--- src/rtl/core/pkbe_pkg.sv ---
// Shared types, constants and helper functions for the prefix key block encoder.
// Used by pkbe_ctrl, pkbe_dp and prefix_key_block_encoder_core.
package pkbe_pkg;

  localparam int MAX_KEY_BYTES     = 20;
  localparam int RESTART_SLOTS     = 32;
  localparam int VALUE_LENGTH_BITS = 16;

  localparam int KEY_IDX_W  = $clog2(MAX_KEY_BYTES);
  localparam int KEY_LEN_W  = $clog2(MAX_KEY_BYTES + 1);
  localparam int RS_IDX_W   = $clog2(RESTART_SLOTS);
  localparam int RS_CNT_W   = $clog2(RESTART_SLOTS + 1);
  localparam int VARINT_MAX = (VALUE_LENGTH_BITS + 6) / 7;
  localparam int HDR_MAX    = 2 + VARINT_MAX;
  localparam int HDR_IDX_W  = $clog2(HDR_MAX);
  localparam int HDR_LEN_W  = $clog2(HDR_MAX + 1);
  localparam int REC_LEN_W  = $clog2(HDR_MAX + MAX_KEY_BYTES + 1);
  localparam logic [7:0] RESTART_INTERVAL_RESET = 8'd16;

  typedef enum logic [1:0] {
    OP_BEGIN  = 2'd0,
    OP_KEY    = 2'd1,
    OP_VALUE  = 2'd2,
    OP_FINISH = 2'd3
  } op_t;

  typedef enum logic [1:0] {
    ST_IDLE,
    ST_REC,
    ST_FIN_RD,
    ST_FIN_OUT
  } state_t;

  typedef struct packed {
    op_t         opcode;
    logic [4:0]  key_length;
    logic [15:0] value_length;
    logic [7:0]  data_byte;
  } in_item_t;

  typedef struct packed {
    logic [31:0] chunk_data;
    logic [2:0]  chunk_bytes;
    logic        last_of_run;
    logic        restart_overflow;
  } out_item_t;

  // controller -> datapath
  typedef struct packed {
    logic accept;
    logic rec_active;
    logic rec_step;
    logic fin_rd;
    logic fin_out;
  } cmd_t;

  // datapath -> controller
  typedef struct packed {
    logic out_free;
    logic start_rec;
    logic start_fin;
    logic rec_need_out;
    logic rec_last;
    logic fin_last;
  } status_t;

  // varint bytes of a value length, lowest byte first
  function automatic logic [VARINT_MAX*8-1:0] varint_bytes(
      input logic [VALUE_LENGTH_BITS-1:0] v);
    logic [VARINT_MAX*8-1:0] r;
    logic [VARINT_MAX*7+6:0] w;
    r = '0;
    w = (VARINT_MAX*7+7)'(v);
    for (int i = 0; i < VARINT_MAX; i++) begin
      r[i*8 +: 7] = w[i*7 +: 7];
      r[i*8+7]    = ((w >> ((i + 1) * 7)) != '0);
    end
    return r;
  endfunction

  function automatic logic [HDR_LEN_W-1:0] varint_len(
      input logic [VALUE_LENGTH_BITS-1:0] v);
    logic [HDR_LEN_W-1:0] n;
    logic [VARINT_MAX*7+6:0] w;
    n = HDR_LEN_W'(1);
    w = (VARINT_MAX*7+7)'(v);
    for (int i = 1; i < VARINT_MAX; i++) begin
      if ((w >> (i * 7)) != '0) n = n + HDR_LEN_W'(1);
    end
    return n;
  endfunction

endpackage

--- src/rtl/core/prefix_key_block_encoder_core.sv ---
// Prefix key block encoder top level: pkbe_ctrl plus pkbe_dp, uses pkbe_pkg.
// A value byte is on the output the cycle after it is taken; a record that
// completes emits its n header/key bytes (n <= 25) one byte per cycle while
// the output is free, a chunk every 4 bytes, input stalled meanwhile. Finish emits
// one word per restart store read followed by its output step.
// Reset: synchronous, active high; clears control state, no clearing pass.
module prefix_key_block_encoder_core (
  input  logic                clk,
  input  logic                rst,
  input  logic                in_valid,
  output logic                in_stall,
  input  pkbe_pkg::in_item_t  in_item,
  output logic                out_valid,
  input  logic                out_stall,
  output pkbe_pkg::out_item_t out_item,
  input  logic                cfg_we,
  input  logic [7:0]          cfg_wdata
);

  pkbe_pkg::cmd_t    cmd;
  pkbe_pkg::status_t st;

  pkbe_ctrl u_ctrl (
    .clk      (clk),
    .rst      (rst),
    .in_valid (in_valid),
    .in_stall (in_stall),
    .st       (st),
    .cmd      (cmd)
  );

  pkbe_dp u_dp (
    .clk       (clk),
    .rst       (rst),
    .cfg_we    (cfg_we),
    .cfg_wdata (cfg_wdata),
    .in_item   (in_item),
    .cmd       (cmd),
    .st        (st),
    .out_valid (out_valid),
    .out_stall (out_stall),
    .out_item  (out_item)
  );

  // no item is taken while a record or the trailer is being emitted
  a_no_accept_busy: assert property (@(posedge clk) disable iff (rst)
    (cmd.rec_active || cmd.fin_rd || cmd.fin_out) |-> in_stall)
    else $error("item accepted during emission");

  // chunk size stays within one word
  a_chunk_size: assert property (@(posedge clk) disable iff (rst)
    out_valid |-> (out_item.chunk_bytes != 3'd0 && out_item.chunk_bytes <= 3'd4))
    else $error("bad chunk size");

  // a trailer read is never directly followed by another read, only by its output step
  a_fin_seq: assert property (@(posedge clk) disable iff (rst)
    cmd.fin_rd |=> !cmd.fin_rd)
    else $error("trailer read repeated");

endmodule

--- src/rtl/core/pkbe_ctrl.sv ---
// Controller state machine for the prefix key block encoder.
// Depends on pkbe_pkg; drives commands to pkbe_dp from its status.
module pkbe_ctrl (
  input  logic              clk,
  input  logic              rst,
  input  logic              in_valid,
  output logic              in_stall,
  input  pkbe_pkg::status_t st,
  output pkbe_pkg::cmd_t    cmd
);

  pkbe_pkg::state_t state, state_next;

  // state register
  always_ff @(posedge clk) begin
    if (rst) begin
      state <= pkbe_pkg::ST_IDLE;
    end else begin
      state <= state_next;
    end
  end

  // next state and commands
  always_comb begin
    state_next     = state;
    in_stall       = !((state == pkbe_pkg::ST_IDLE) && st.out_free);
    cmd            = '0;
    cmd.accept     = in_valid && !in_stall;
    cmd.rec_active = (state == pkbe_pkg::ST_REC);
    case (state)
      pkbe_pkg::ST_IDLE: begin
        if (cmd.accept && st.start_rec) state_next = pkbe_pkg::ST_REC;
        else if (cmd.accept && st.start_fin) state_next = pkbe_pkg::ST_FIN_RD;
      end
      pkbe_pkg::ST_REC: begin
        cmd.rec_step = !st.rec_need_out || st.out_free;
        if (cmd.rec_step && st.rec_last) state_next = pkbe_pkg::ST_IDLE;
      end
      pkbe_pkg::ST_FIN_RD: begin
        cmd.fin_rd = 1'b1;
        state_next = pkbe_pkg::ST_FIN_OUT;
      end
      pkbe_pkg::ST_FIN_OUT: begin
        cmd.fin_out = st.out_free;
        if (cmd.fin_out) begin
          state_next = st.fin_last ? pkbe_pkg::ST_IDLE : pkbe_pkg::ST_FIN_RD;
        end
      end
      default: state_next = pkbe_pkg::ST_IDLE;
    endcase
  end

endmodule

--- src/rtl/core/pkbe_dp.sv ---
// Datapath of the prefix key block encoder: key banks, restart store,
// record header builder, byte packer and output register. Depends on pkbe_pkg.
module pkbe_dp (
  input  logic                clk,
  input  logic                rst,
  input  logic                cfg_we,
  input  logic [7:0]          cfg_wdata,
  input  pkbe_pkg::in_item_t  in_item,
  input  pkbe_pkg::cmd_t      cmd,
  output pkbe_pkg::status_t   st,
  output logic                out_valid,
  input  logic                out_stall,
  output pkbe_pkg::out_item_t out_item
);

  localparam int KLW = pkbe_pkg::KEY_LEN_W;
  localparam int KIW = pkbe_pkg::KEY_IDX_W;
  localparam int VLB = pkbe_pkg::VALUE_LENGTH_BITS;
  localparam int NW  = pkbe_pkg::REC_LEN_W;
  localparam int HLW = pkbe_pkg::HDR_LEN_W;
  localparam int RCW = pkbe_pkg::RS_CNT_W;

  logic [7:0] interval;

  // two key banks; cur_sel picks the one being filled, the other is the previous key
  logic [7:0] kmem0 [pkbe_pkg::MAX_KEY_BYTES];
  logic [7:0] kmem1 [pkbe_pkg::MAX_KEY_BYTES];
  logic       cur_sel;
  logic [31:0] rs_mem [pkbe_pkg::RESTART_SLOTS];
  logic [31:0] rs_rd;

  logic [KLW-1:0] prev_len, pos, shared, key_len, ptr;
  logic           match, key_phase, ovf;
  logic [VLB-1:0] vlen;
  logic [7:0]     rec_cnt;
  logic [RCW-1:0] rs_cnt, fi;
  logic [31:0]    offset;
  logic [pkbe_pkg::HDR_MAX-1:0][7:0] hdr_buf;
  logic [HLW-1:0] hdr_len;
  logic [NW-1:0]  n_tot, e;
  logic [23:0]    acc;
  logic [1:0]     acc_n;

  pkbe_pkg::op_t  op;
  logic [KLW-1:0] klen_in, klen_eff, shared_raw, shared_f, nonshared;
  logic [VLB-1:0] vlen_eff;
  logic [KIW-1:0] rd_addr;
  logic [7:0]     prev_rd, rec_byte;
  logic           kb_ok, match_now, do_complete, restart, val_load, rec_load, fin_load;
  logic           clear;
  logic [HLW-1:0] vn;
  logic [pkbe_pkg::VARINT_MAX*8-1:0] vbytes;
  logic [31:0]    fin_word;
  logic           out_free;

  // input decode and prefix compare
  always_comb begin
    op      = in_item.opcode;
    klen_in = (KLW'(in_item.key_length) > KLW'(pkbe_pkg::MAX_KEY_BYTES)) ?
              KLW'(pkbe_pkg::MAX_KEY_BYTES) : KLW'(in_item.key_length);
    rd_addr = cmd.rec_active ? ptr[KIW-1:0] : pos[KIW-1:0];
    prev_rd = cur_sel ? kmem0[rd_addr] : kmem1[rd_addr];
    kb_ok   = (op == pkbe_pkg::OP_KEY) && key_phase && (pos < key_len);
    match_now = match && (pos < prev_len) && (prev_rd == in_item.data_byte);
  end

  // record header for a completed key
  always_comb begin
    klen_eff   = (op == pkbe_pkg::OP_BEGIN) ? '0 : key_len;
    shared_raw = (op == pkbe_pkg::OP_BEGIN) ? '0 : (shared + KLW'(match_now));
    vlen_eff   = (op == pkbe_pkg::OP_BEGIN) ? VLB'(in_item.value_length) : vlen;
    restart    = (rec_cnt >= interval);
    shared_f   = restart ? '0 : ((shared_raw > klen_eff) ? klen_eff : shared_raw);
    nonshared  = klen_eff - shared_f;
    vbytes     = pkbe_pkg::varint_bytes(vlen_eff);
    vn         = pkbe_pkg::varint_len(vlen_eff);
  end

  // status to the controller, record byte stream and packer
  always_comb begin
    st.start_rec    = ((op == pkbe_pkg::OP_BEGIN) && (klen_in == '0)) ||
                      (kb_ok && ((pos + KLW'(1)) >= key_len));
    st.start_fin    = (op == pkbe_pkg::OP_FINISH);
    do_complete     = cmd.accept && st.start_rec;
    out_free        = !out_valid || !out_stall;
    rec_byte        = (e < NW'(hdr_len)) ? hdr_buf[e[pkbe_pkg::HDR_IDX_W-1:0]] : prev_rd;
    st.out_free     = out_free;
    st.rec_last     = (e == (n_tot - NW'(1)));
    st.rec_need_out = (acc_n == 2'd3) || st.rec_last;
    st.fin_last     = (fi == rs_cnt);
    fin_word        = st.fin_last ? 32'(rs_cnt) : ((fi == '0) ? 32'd0 : rs_rd);
    val_load = cmd.accept && (op == pkbe_pkg::OP_VALUE) && !key_phase && (vlen != '0);
    rec_load = cmd.rec_step && st.rec_need_out;
    fin_load = cmd.fin_out;
    clear    = cmd.fin_out && st.fin_last;
  end

  // memories
  always_ff @(posedge clk) begin
    if (cmd.accept && kb_ok) begin
      if (cur_sel) kmem1[pos[KIW-1:0]] <= in_item.data_byte;
      else kmem0[pos[KIW-1:0]] <= in_item.data_byte;
    end
    if (do_complete && restart && (rs_cnt < RCW'(pkbe_pkg::RESTART_SLOTS))) begin
      rs_mem[rs_cnt[pkbe_pkg::RS_IDX_W-1:0]] <= offset;
    end
    if (cmd.fin_rd) rs_rd <= rs_mem[fi[pkbe_pkg::RS_IDX_W-1:0]];
  end

  // header payload registers
  always_ff @(posedge clk) begin
    if (do_complete) begin
      hdr_buf[0] <= 8'(shared_f);
      hdr_buf[1] <= 8'(nonshared);
      for (int i = 0; i < pkbe_pkg::VARINT_MAX; i++) hdr_buf[i+2] <= vbytes[i*8 +: 8];
      hdr_len <= HLW'(2) + vn;
      n_tot   <= NW'(HLW'(2) + vn) + NW'(nonshared);
    end
  end

  // control state
  always_ff @(posedge clk) begin
    if (rst || clear) begin
      prev_len  <= '0;
      pos       <= '0;
      shared    <= '0;
      key_len   <= '0;
      match     <= 1'b1;
      key_phase <= 1'b0;
      vlen      <= '0;
      rec_cnt   <= '0;
      rs_cnt    <= RCW'(1);
      offset    <= '0;
      ovf       <= 1'b0;
      acc       <= '0;
      acc_n     <= '0;
      e         <= '0;
      ptr       <= '0;
      fi        <= '0;
      cur_sel   <= 1'b0;
    end else begin
      if (cmd.accept && (op == pkbe_pkg::OP_BEGIN)) begin
        key_len   <= klen_in;
        vlen      <= VLB'(in_item.value_length);
        pos       <= '0;
        shared    <= '0;
        match     <= 1'b1;
        // an empty key completes at once, so no key bytes become due
        if (klen_in != '0) key_phase <= 1'b1;
      end
      if (cmd.accept && kb_ok) begin
        shared <= shared + KLW'(match_now);
        match  <= match_now;
        pos    <= pos + KLW'(1);
      end
      if (val_load) begin
        vlen   <= vlen - VLB'(1);
        offset <= offset + 32'd1;
      end
      if (cmd.accept && (op == pkbe_pkg::OP_FINISH)) fi <= '0;
      if (do_complete) begin
        key_phase <= 1'b0;
        prev_len  <= klen_eff;
        cur_sel   <= !cur_sel;
        offset    <= offset + 32'(NW'(HLW'(2) + vn) + NW'(nonshared));
        e         <= '0;
        ptr       <= shared_f;
        if (restart) begin
          rec_cnt <= '0;
          if (rs_cnt < RCW'(pkbe_pkg::RESTART_SLOTS)) rs_cnt <= rs_cnt + RCW'(1);
          else ovf <= 1'b1;
        end else begin
          rec_cnt <= rec_cnt + 8'd1;
        end
      end
      // byte packer
      if (cmd.rec_step) begin
        e <= e + NW'(1);
        if (e >= NW'(hdr_len)) ptr <= ptr + KLW'(1);
        if (st.rec_need_out) begin
          acc   <= '0;
          acc_n <= '0;
        end else begin
          acc[acc_n*8 +: 8] <= rec_byte;
          acc_n <= acc_n + 2'd1;
        end
      end
      if (cmd.fin_out) fi <= fi + RCW'(1);
    end
  end

  // configuration register
  always_ff @(posedge clk) begin
    if (rst) begin
      interval <= pkbe_pkg::RESTART_INTERVAL_RESET;
    end else if (cfg_we) begin
      interval <= cfg_wdata;
    end
  end

  // output register
  always_ff @(posedge clk) begin
    if (rst) begin
      out_valid <= 1'b0;
    end else if (val_load || rec_load || fin_load) begin
      out_valid <= 1'b1;
    end else if (out_valid && !out_stall) begin
      out_valid <= 1'b0;
    end
  end

  always_ff @(posedge clk) begin
    if (val_load) begin
      out_item <= '{chunk_data: 32'(in_item.data_byte), chunk_bytes: 3'd1,
                    last_of_run: 1'b1, restart_overflow: ovf};
    end else if (rec_load) begin
      out_item <= '{chunk_data: 32'(acc) | (32'(rec_byte) << {acc_n, 3'b000}),
                    chunk_bytes: 3'(acc_n) + 3'd1,
                    last_of_run: st.rec_last, restart_overflow: ovf};
    end else if (fin_load) begin
      out_item <= '{chunk_data: fin_word, chunk_bytes: 3'd4,
                    last_of_run: st.fin_last, restart_overflow: ovf};
    end
  end

endmodule
--- config.mk ---
export PLATFORM = sky130hd
export DESIGN_NAME = prefix_key_block_encoder_core
export DESIGN_NICKNAME = d
export VERILOG_FILES = /design/src/rtl/core/pkbe_pkg.sv /design/src/rtl/core/prefix_key_block_encoder_core.sv /design/src/rtl/core/pkbe_ctrl.sv /design/src/rtl/core/pkbe_dp.sv
export SDC_FILE = /design/constraint.sdc
export NUM_CORES = 2
export LEC_CHECK = 0
export ABC_AREA = 0
export ABC_CLOCK_PERIOD_IN_PS = 7700
export BUFFER_PORTS_ARGS = -buffer_cell sky130_fd_sc_hd__buf_4
export CORE_MARGIN = 5
export CORE_UTILIZATION = 41
export DETAILED_ROUTE_END_ITERATION = 8
export PLACE_DENSITY = 0.56
export REMOVE_ABC_BUFFERS = 1
export SYNTH_ARGS = -nofsm -noshare
export SYNTH_HDL_FRONTEND = slang
export SYNTH_SLANG_ARGS = --single-unit
--- constraint.sdc ---
create_clock -name clk -period 7.7 [get_ports clk]
set_input_delay 1.155 -clock clk [delete_from_list [all_inputs] [get_ports clk]]
set_output_delay 1.155 -clock clk [all_outputs]
set_load 0.1 [all_outputs]
==> summary.txt <==
Place
  • Routability cong.: 0.910
  • Buffers on Ports: 82
  • Placed Cells: 5894
  • Final HPWL DP: 108 mm

Clock network
  • CTS Buffer Depth: 3
  • Clock root buffer: clkbuf_16
  • # H-tree levels: 4
  • CTS buffer count: 167
  • Clock slew at reported path FFs: 0.06 ns
  • Skew-Pair Late Insertion Delay: 0.81 ns
  • CTS tree: done
  • CTS sink cnt: 1588
  • Post-CTS Hold Fix Bufs: 0

Outcome
  • Status: finished, violations left
  • Failing checks: negative setup slack

Critical path
  • CP max FO: 8
  • Crit start category: flop
  • Crit. End Element: flop
  • Slowest-stage cell, CP: fa_2
  • Most used cell, CP: a21o_1
  • WP buf/inv: 9
  • CP delay by family, top: compound AO/OA/AOI/OAI gates
  • Worst setup path category: reg -> reg
  • Critical path data required time: 8.44 ns
  • Worst path max stage delay: 0.65 ns
  • Crit path DAT: 9.08 ns

Timing
  • Setup TNS: -12.56 ns
  • Final Hold Fails: 0
  • Final setup fails: 26
  • Max Transition Viols Final: 0
  • Final Cycle Share: 108%
  • RSZ-0062 raised after global routing: yes
  • Least-Margin Pin Slew: 1.31 ns
  • Skew final: 0.0436 ns
  • Fin crit period: 8.35 ns
  • Fmax: 120 MHz
  • Rel. slew slack: 12.3%
  • Hold Worst Slack: 0.455 ns
  • PnR worst setup slack: -0.649 ns

Synthesis
  • Yosys cell types: 77
  • Post-synth ARST share: 0%
  • EDFF count, synth: 1421
  • Post-synthesis sequential area ratio: 71.7%
  • Flops & latches, synth: 1588
  • Syn. warnings: 0
  • Synth top cells by count: 1421 x edfxtp_1, 345 x mux4_2, 246 x nor2_1, 204 x nand2_1, 167 x dfxtp_1
  • Biggest area consumer among synthesized cells: edfxtp_1
  • Largest cells by area after synthesis: edfxtp_1 67%, mux4_2 12%, dfxtp_1 5.2%
  • Post-Syn Area: 0.0641 mm2
  • Synth Instances: 3655
  • Top FF cell, synth: edfxtp_1
  • Count leader, synth: edfxtp_1
  • Mean Syn Cell Area: 17.5 um2
  • Post-synth top area share: 66.5%

Floorplanning
  • Initial Util: 41.2%
  • Die Ht: 406 um
  • Boundary Pins: 83
  • Core Region: 0.156 mm2
  • Row count: 145
  • Total die area: 0.164 mm2
  • Chip Width: 406 um

Flow run
  • Max Cap Viol: 0

Worst hold path
  • Worst Hold Class: reg -> reg

Final layout
  • Final Instance Count excl. Fillers: 6242
  • FILL cells: 12.9k
  • Layout area overhead: 18.4%
  • Layout cell share with drive strength beyond 1: 29.2%
  • # nets final: 4158

Routing
  • DRT Pass-1 Iters: 6
  • Initial DRC Count: 3912
  • Final wirelength: 180 mm
  • WL per Instance: 28.9 um
  • Vias per cell: 5.77
  • # DRC: 0
  • Post-route ant nets: 0
  • Via count: 36.0k

Global route
  • Met1 track demand over resource: 31.8%
  • Antenna violations before repair: 6
  • GRT busiest layer: met2
  • First-pass GRT wire length: 258 mm
  • Vias in the first global route: 35.8k
  • Largest net degree at the start of global routing: 108
  • GR Layer Usage met3: 4.01%
  • Met2 Usage GRT: 33.9%
  • GRT Total Usage: 21.7%
  • Total congestion overflow: 0

Pwr
  • Max VDD drop: 0.263 mV
  • Pwr per Cell Area: 238 mW/mm2
  • Leakage: 25.9 nW
-- cell type report --
type | count | area (um2) | share of cell area, %
well taps | 2058 | 2570 | 3.39
multi-input cells | 1791 | 18000 | 23.8
inverters | 82 | 310 | 0.409
clock buffers | 218 | 4470 | 5.89
clock inverters | 89 | 976 | 1.28
repair buffers | 415 | 3540 | 4.66
flip-flops and latches | 1588 | 46000 | 60.6
diodes | 1 | 2.50 | 0.00329
-- worst reg2reg max path: cells and delay by family (launching register included) --
kind / cells / cell delay, ns
AOI/OAI and AO/OA: 14 / 2.45
adders and majority gates: 6 / 1.96
and+or+nand+nor: 10 / 1.76
buffers and inverters: 9 / 1.14
DFF: 1 / 0.36
xor gates and xnor gates: 2 / 0.34
muxes: 2 / 0.31
-- flip-flops by register name, summed over array words and instances (netlist names), 5 cells and up --
signal and count:
u_dp.e 5, u_dp.rs_mem 1024, u_dp.key_len 5, u_dp.shared 5, u_dp.rec_cnt 8, u_dp.prev_len 5, u_dp.out_item 37, u_dp.rs_rd 32
u_dp.pos 5, u_dp.vlen 16, u_dp.ptr 5, u_dp.kmem0 160, u_dp.offset 32, u_dp.rs_cnt 6, u_dp.kmem1 160, u_dp.hdr_buf 28
u_dp.fi 6, u_dp.interval 8, u_dp.n_tot 5, u_dp.acc 24
-- through the flow --
step	util (%)	total power [mW]	instance area [um2]	worst slack (ns)
4_1_cts	48.5	18.2	75600	-0.381
6_report	48.7	18.1	76000	-0.649
5_1_grt	48.7	18.6	76000	-0.916
3_5_place_dp	44.5	10.3	69300	-1.38
2_1_floorplan	-	9.98	63400	-5.81
3_3_place_gp	44.5	10.2	69300	-1.39
-- where the power goes --
group          leakage [nW]  total [mW]  switching, mW  internal (mW)
clock network          2.64        8.00           3.43           4.57
registers              15.4        9.43         0.0883           9.34
logic                  7.89       0.676          0.480          0.196
total                  25.9        18.1           4.00           14.1
-- final timing paths --
kind,start,end,slack [ns],depth (start not counted)
worst max-delay path,u_ctrl.state[1]$_SDFFE_PP0P_,u_dp.offset[25]$_SDFFE_PP0P_,-0.65,43
worst min-delay path,u_dp.prev_len[2]$_SDFFE_PP0P_,u_dp.prev_len[2]$_SDFFE_PP0P_,0.45,2
worst max register to register,u_ctrl.state[1]$_SDFFE_PP0P_,u_dp.offset[25]$_SDFFE_PP0P_,-0.65,43
worst min register to register,u_dp.prev_len[2]$_SDFFE_PP0P_,u_dp.prev_len[2]$_SDFFE_PP0P_,0.45,2
-- layout by cell type, fill, tap and decap left out, types with 34 or more instances in the layout --
cell type / synthesis / final
clkbuf_16: 0 / 168
mux2_2: 47 / 46
mux4_2: 345 / 345
nand3_1: 53 / 50
nand2_1: 204 / 198
o21ai_0: 51 / 45
a21oi_1: 144 / 135
buf_4: 4 / 377
edfxtp_1: 1421 / 1421
nor2_1: 246 / 210
dfxtp_1: 167 / 159
ha_1: 66 / 57
and3_1: 40 / 35
mux2i_1: 93 / 87
and2_1: 39 / 36
clkbuf_1: 137 / 42
nor2_4: 0 / 34
nor3_1: 38 / 34
inv_1: 82 / 78
-- cells by family after synthesis --
family                     synth area share (%)
and+or+nand+nor                            5.47
muxes                                      14.4
buffers and inverters                      1.68
AOI/OAI and AO/OA                          4.45
adders and majority gates                  1.38
DFF                                        71.7
xor gates and xnor gates                  0.901
-- routing by layer --
metal | part of all wire (%) | up-vias
met3 | 7.1 | 273
met4 | 2.6 | 0
met2 | 46 | 1385
met1 | 44 | 19000
li1 | - | 15400
met5 | 0 | -
-- repair_timing --
item / in CTS / in global routing
gates resized for setup: 109 / 46
pin swaps: 55 / 42
endpoints found under the setup margin: 30 / 28
cloned: 6 / 0
buffers inserted: 25 / 12
No activity file was read; power rests on OpenSTA's default activity.
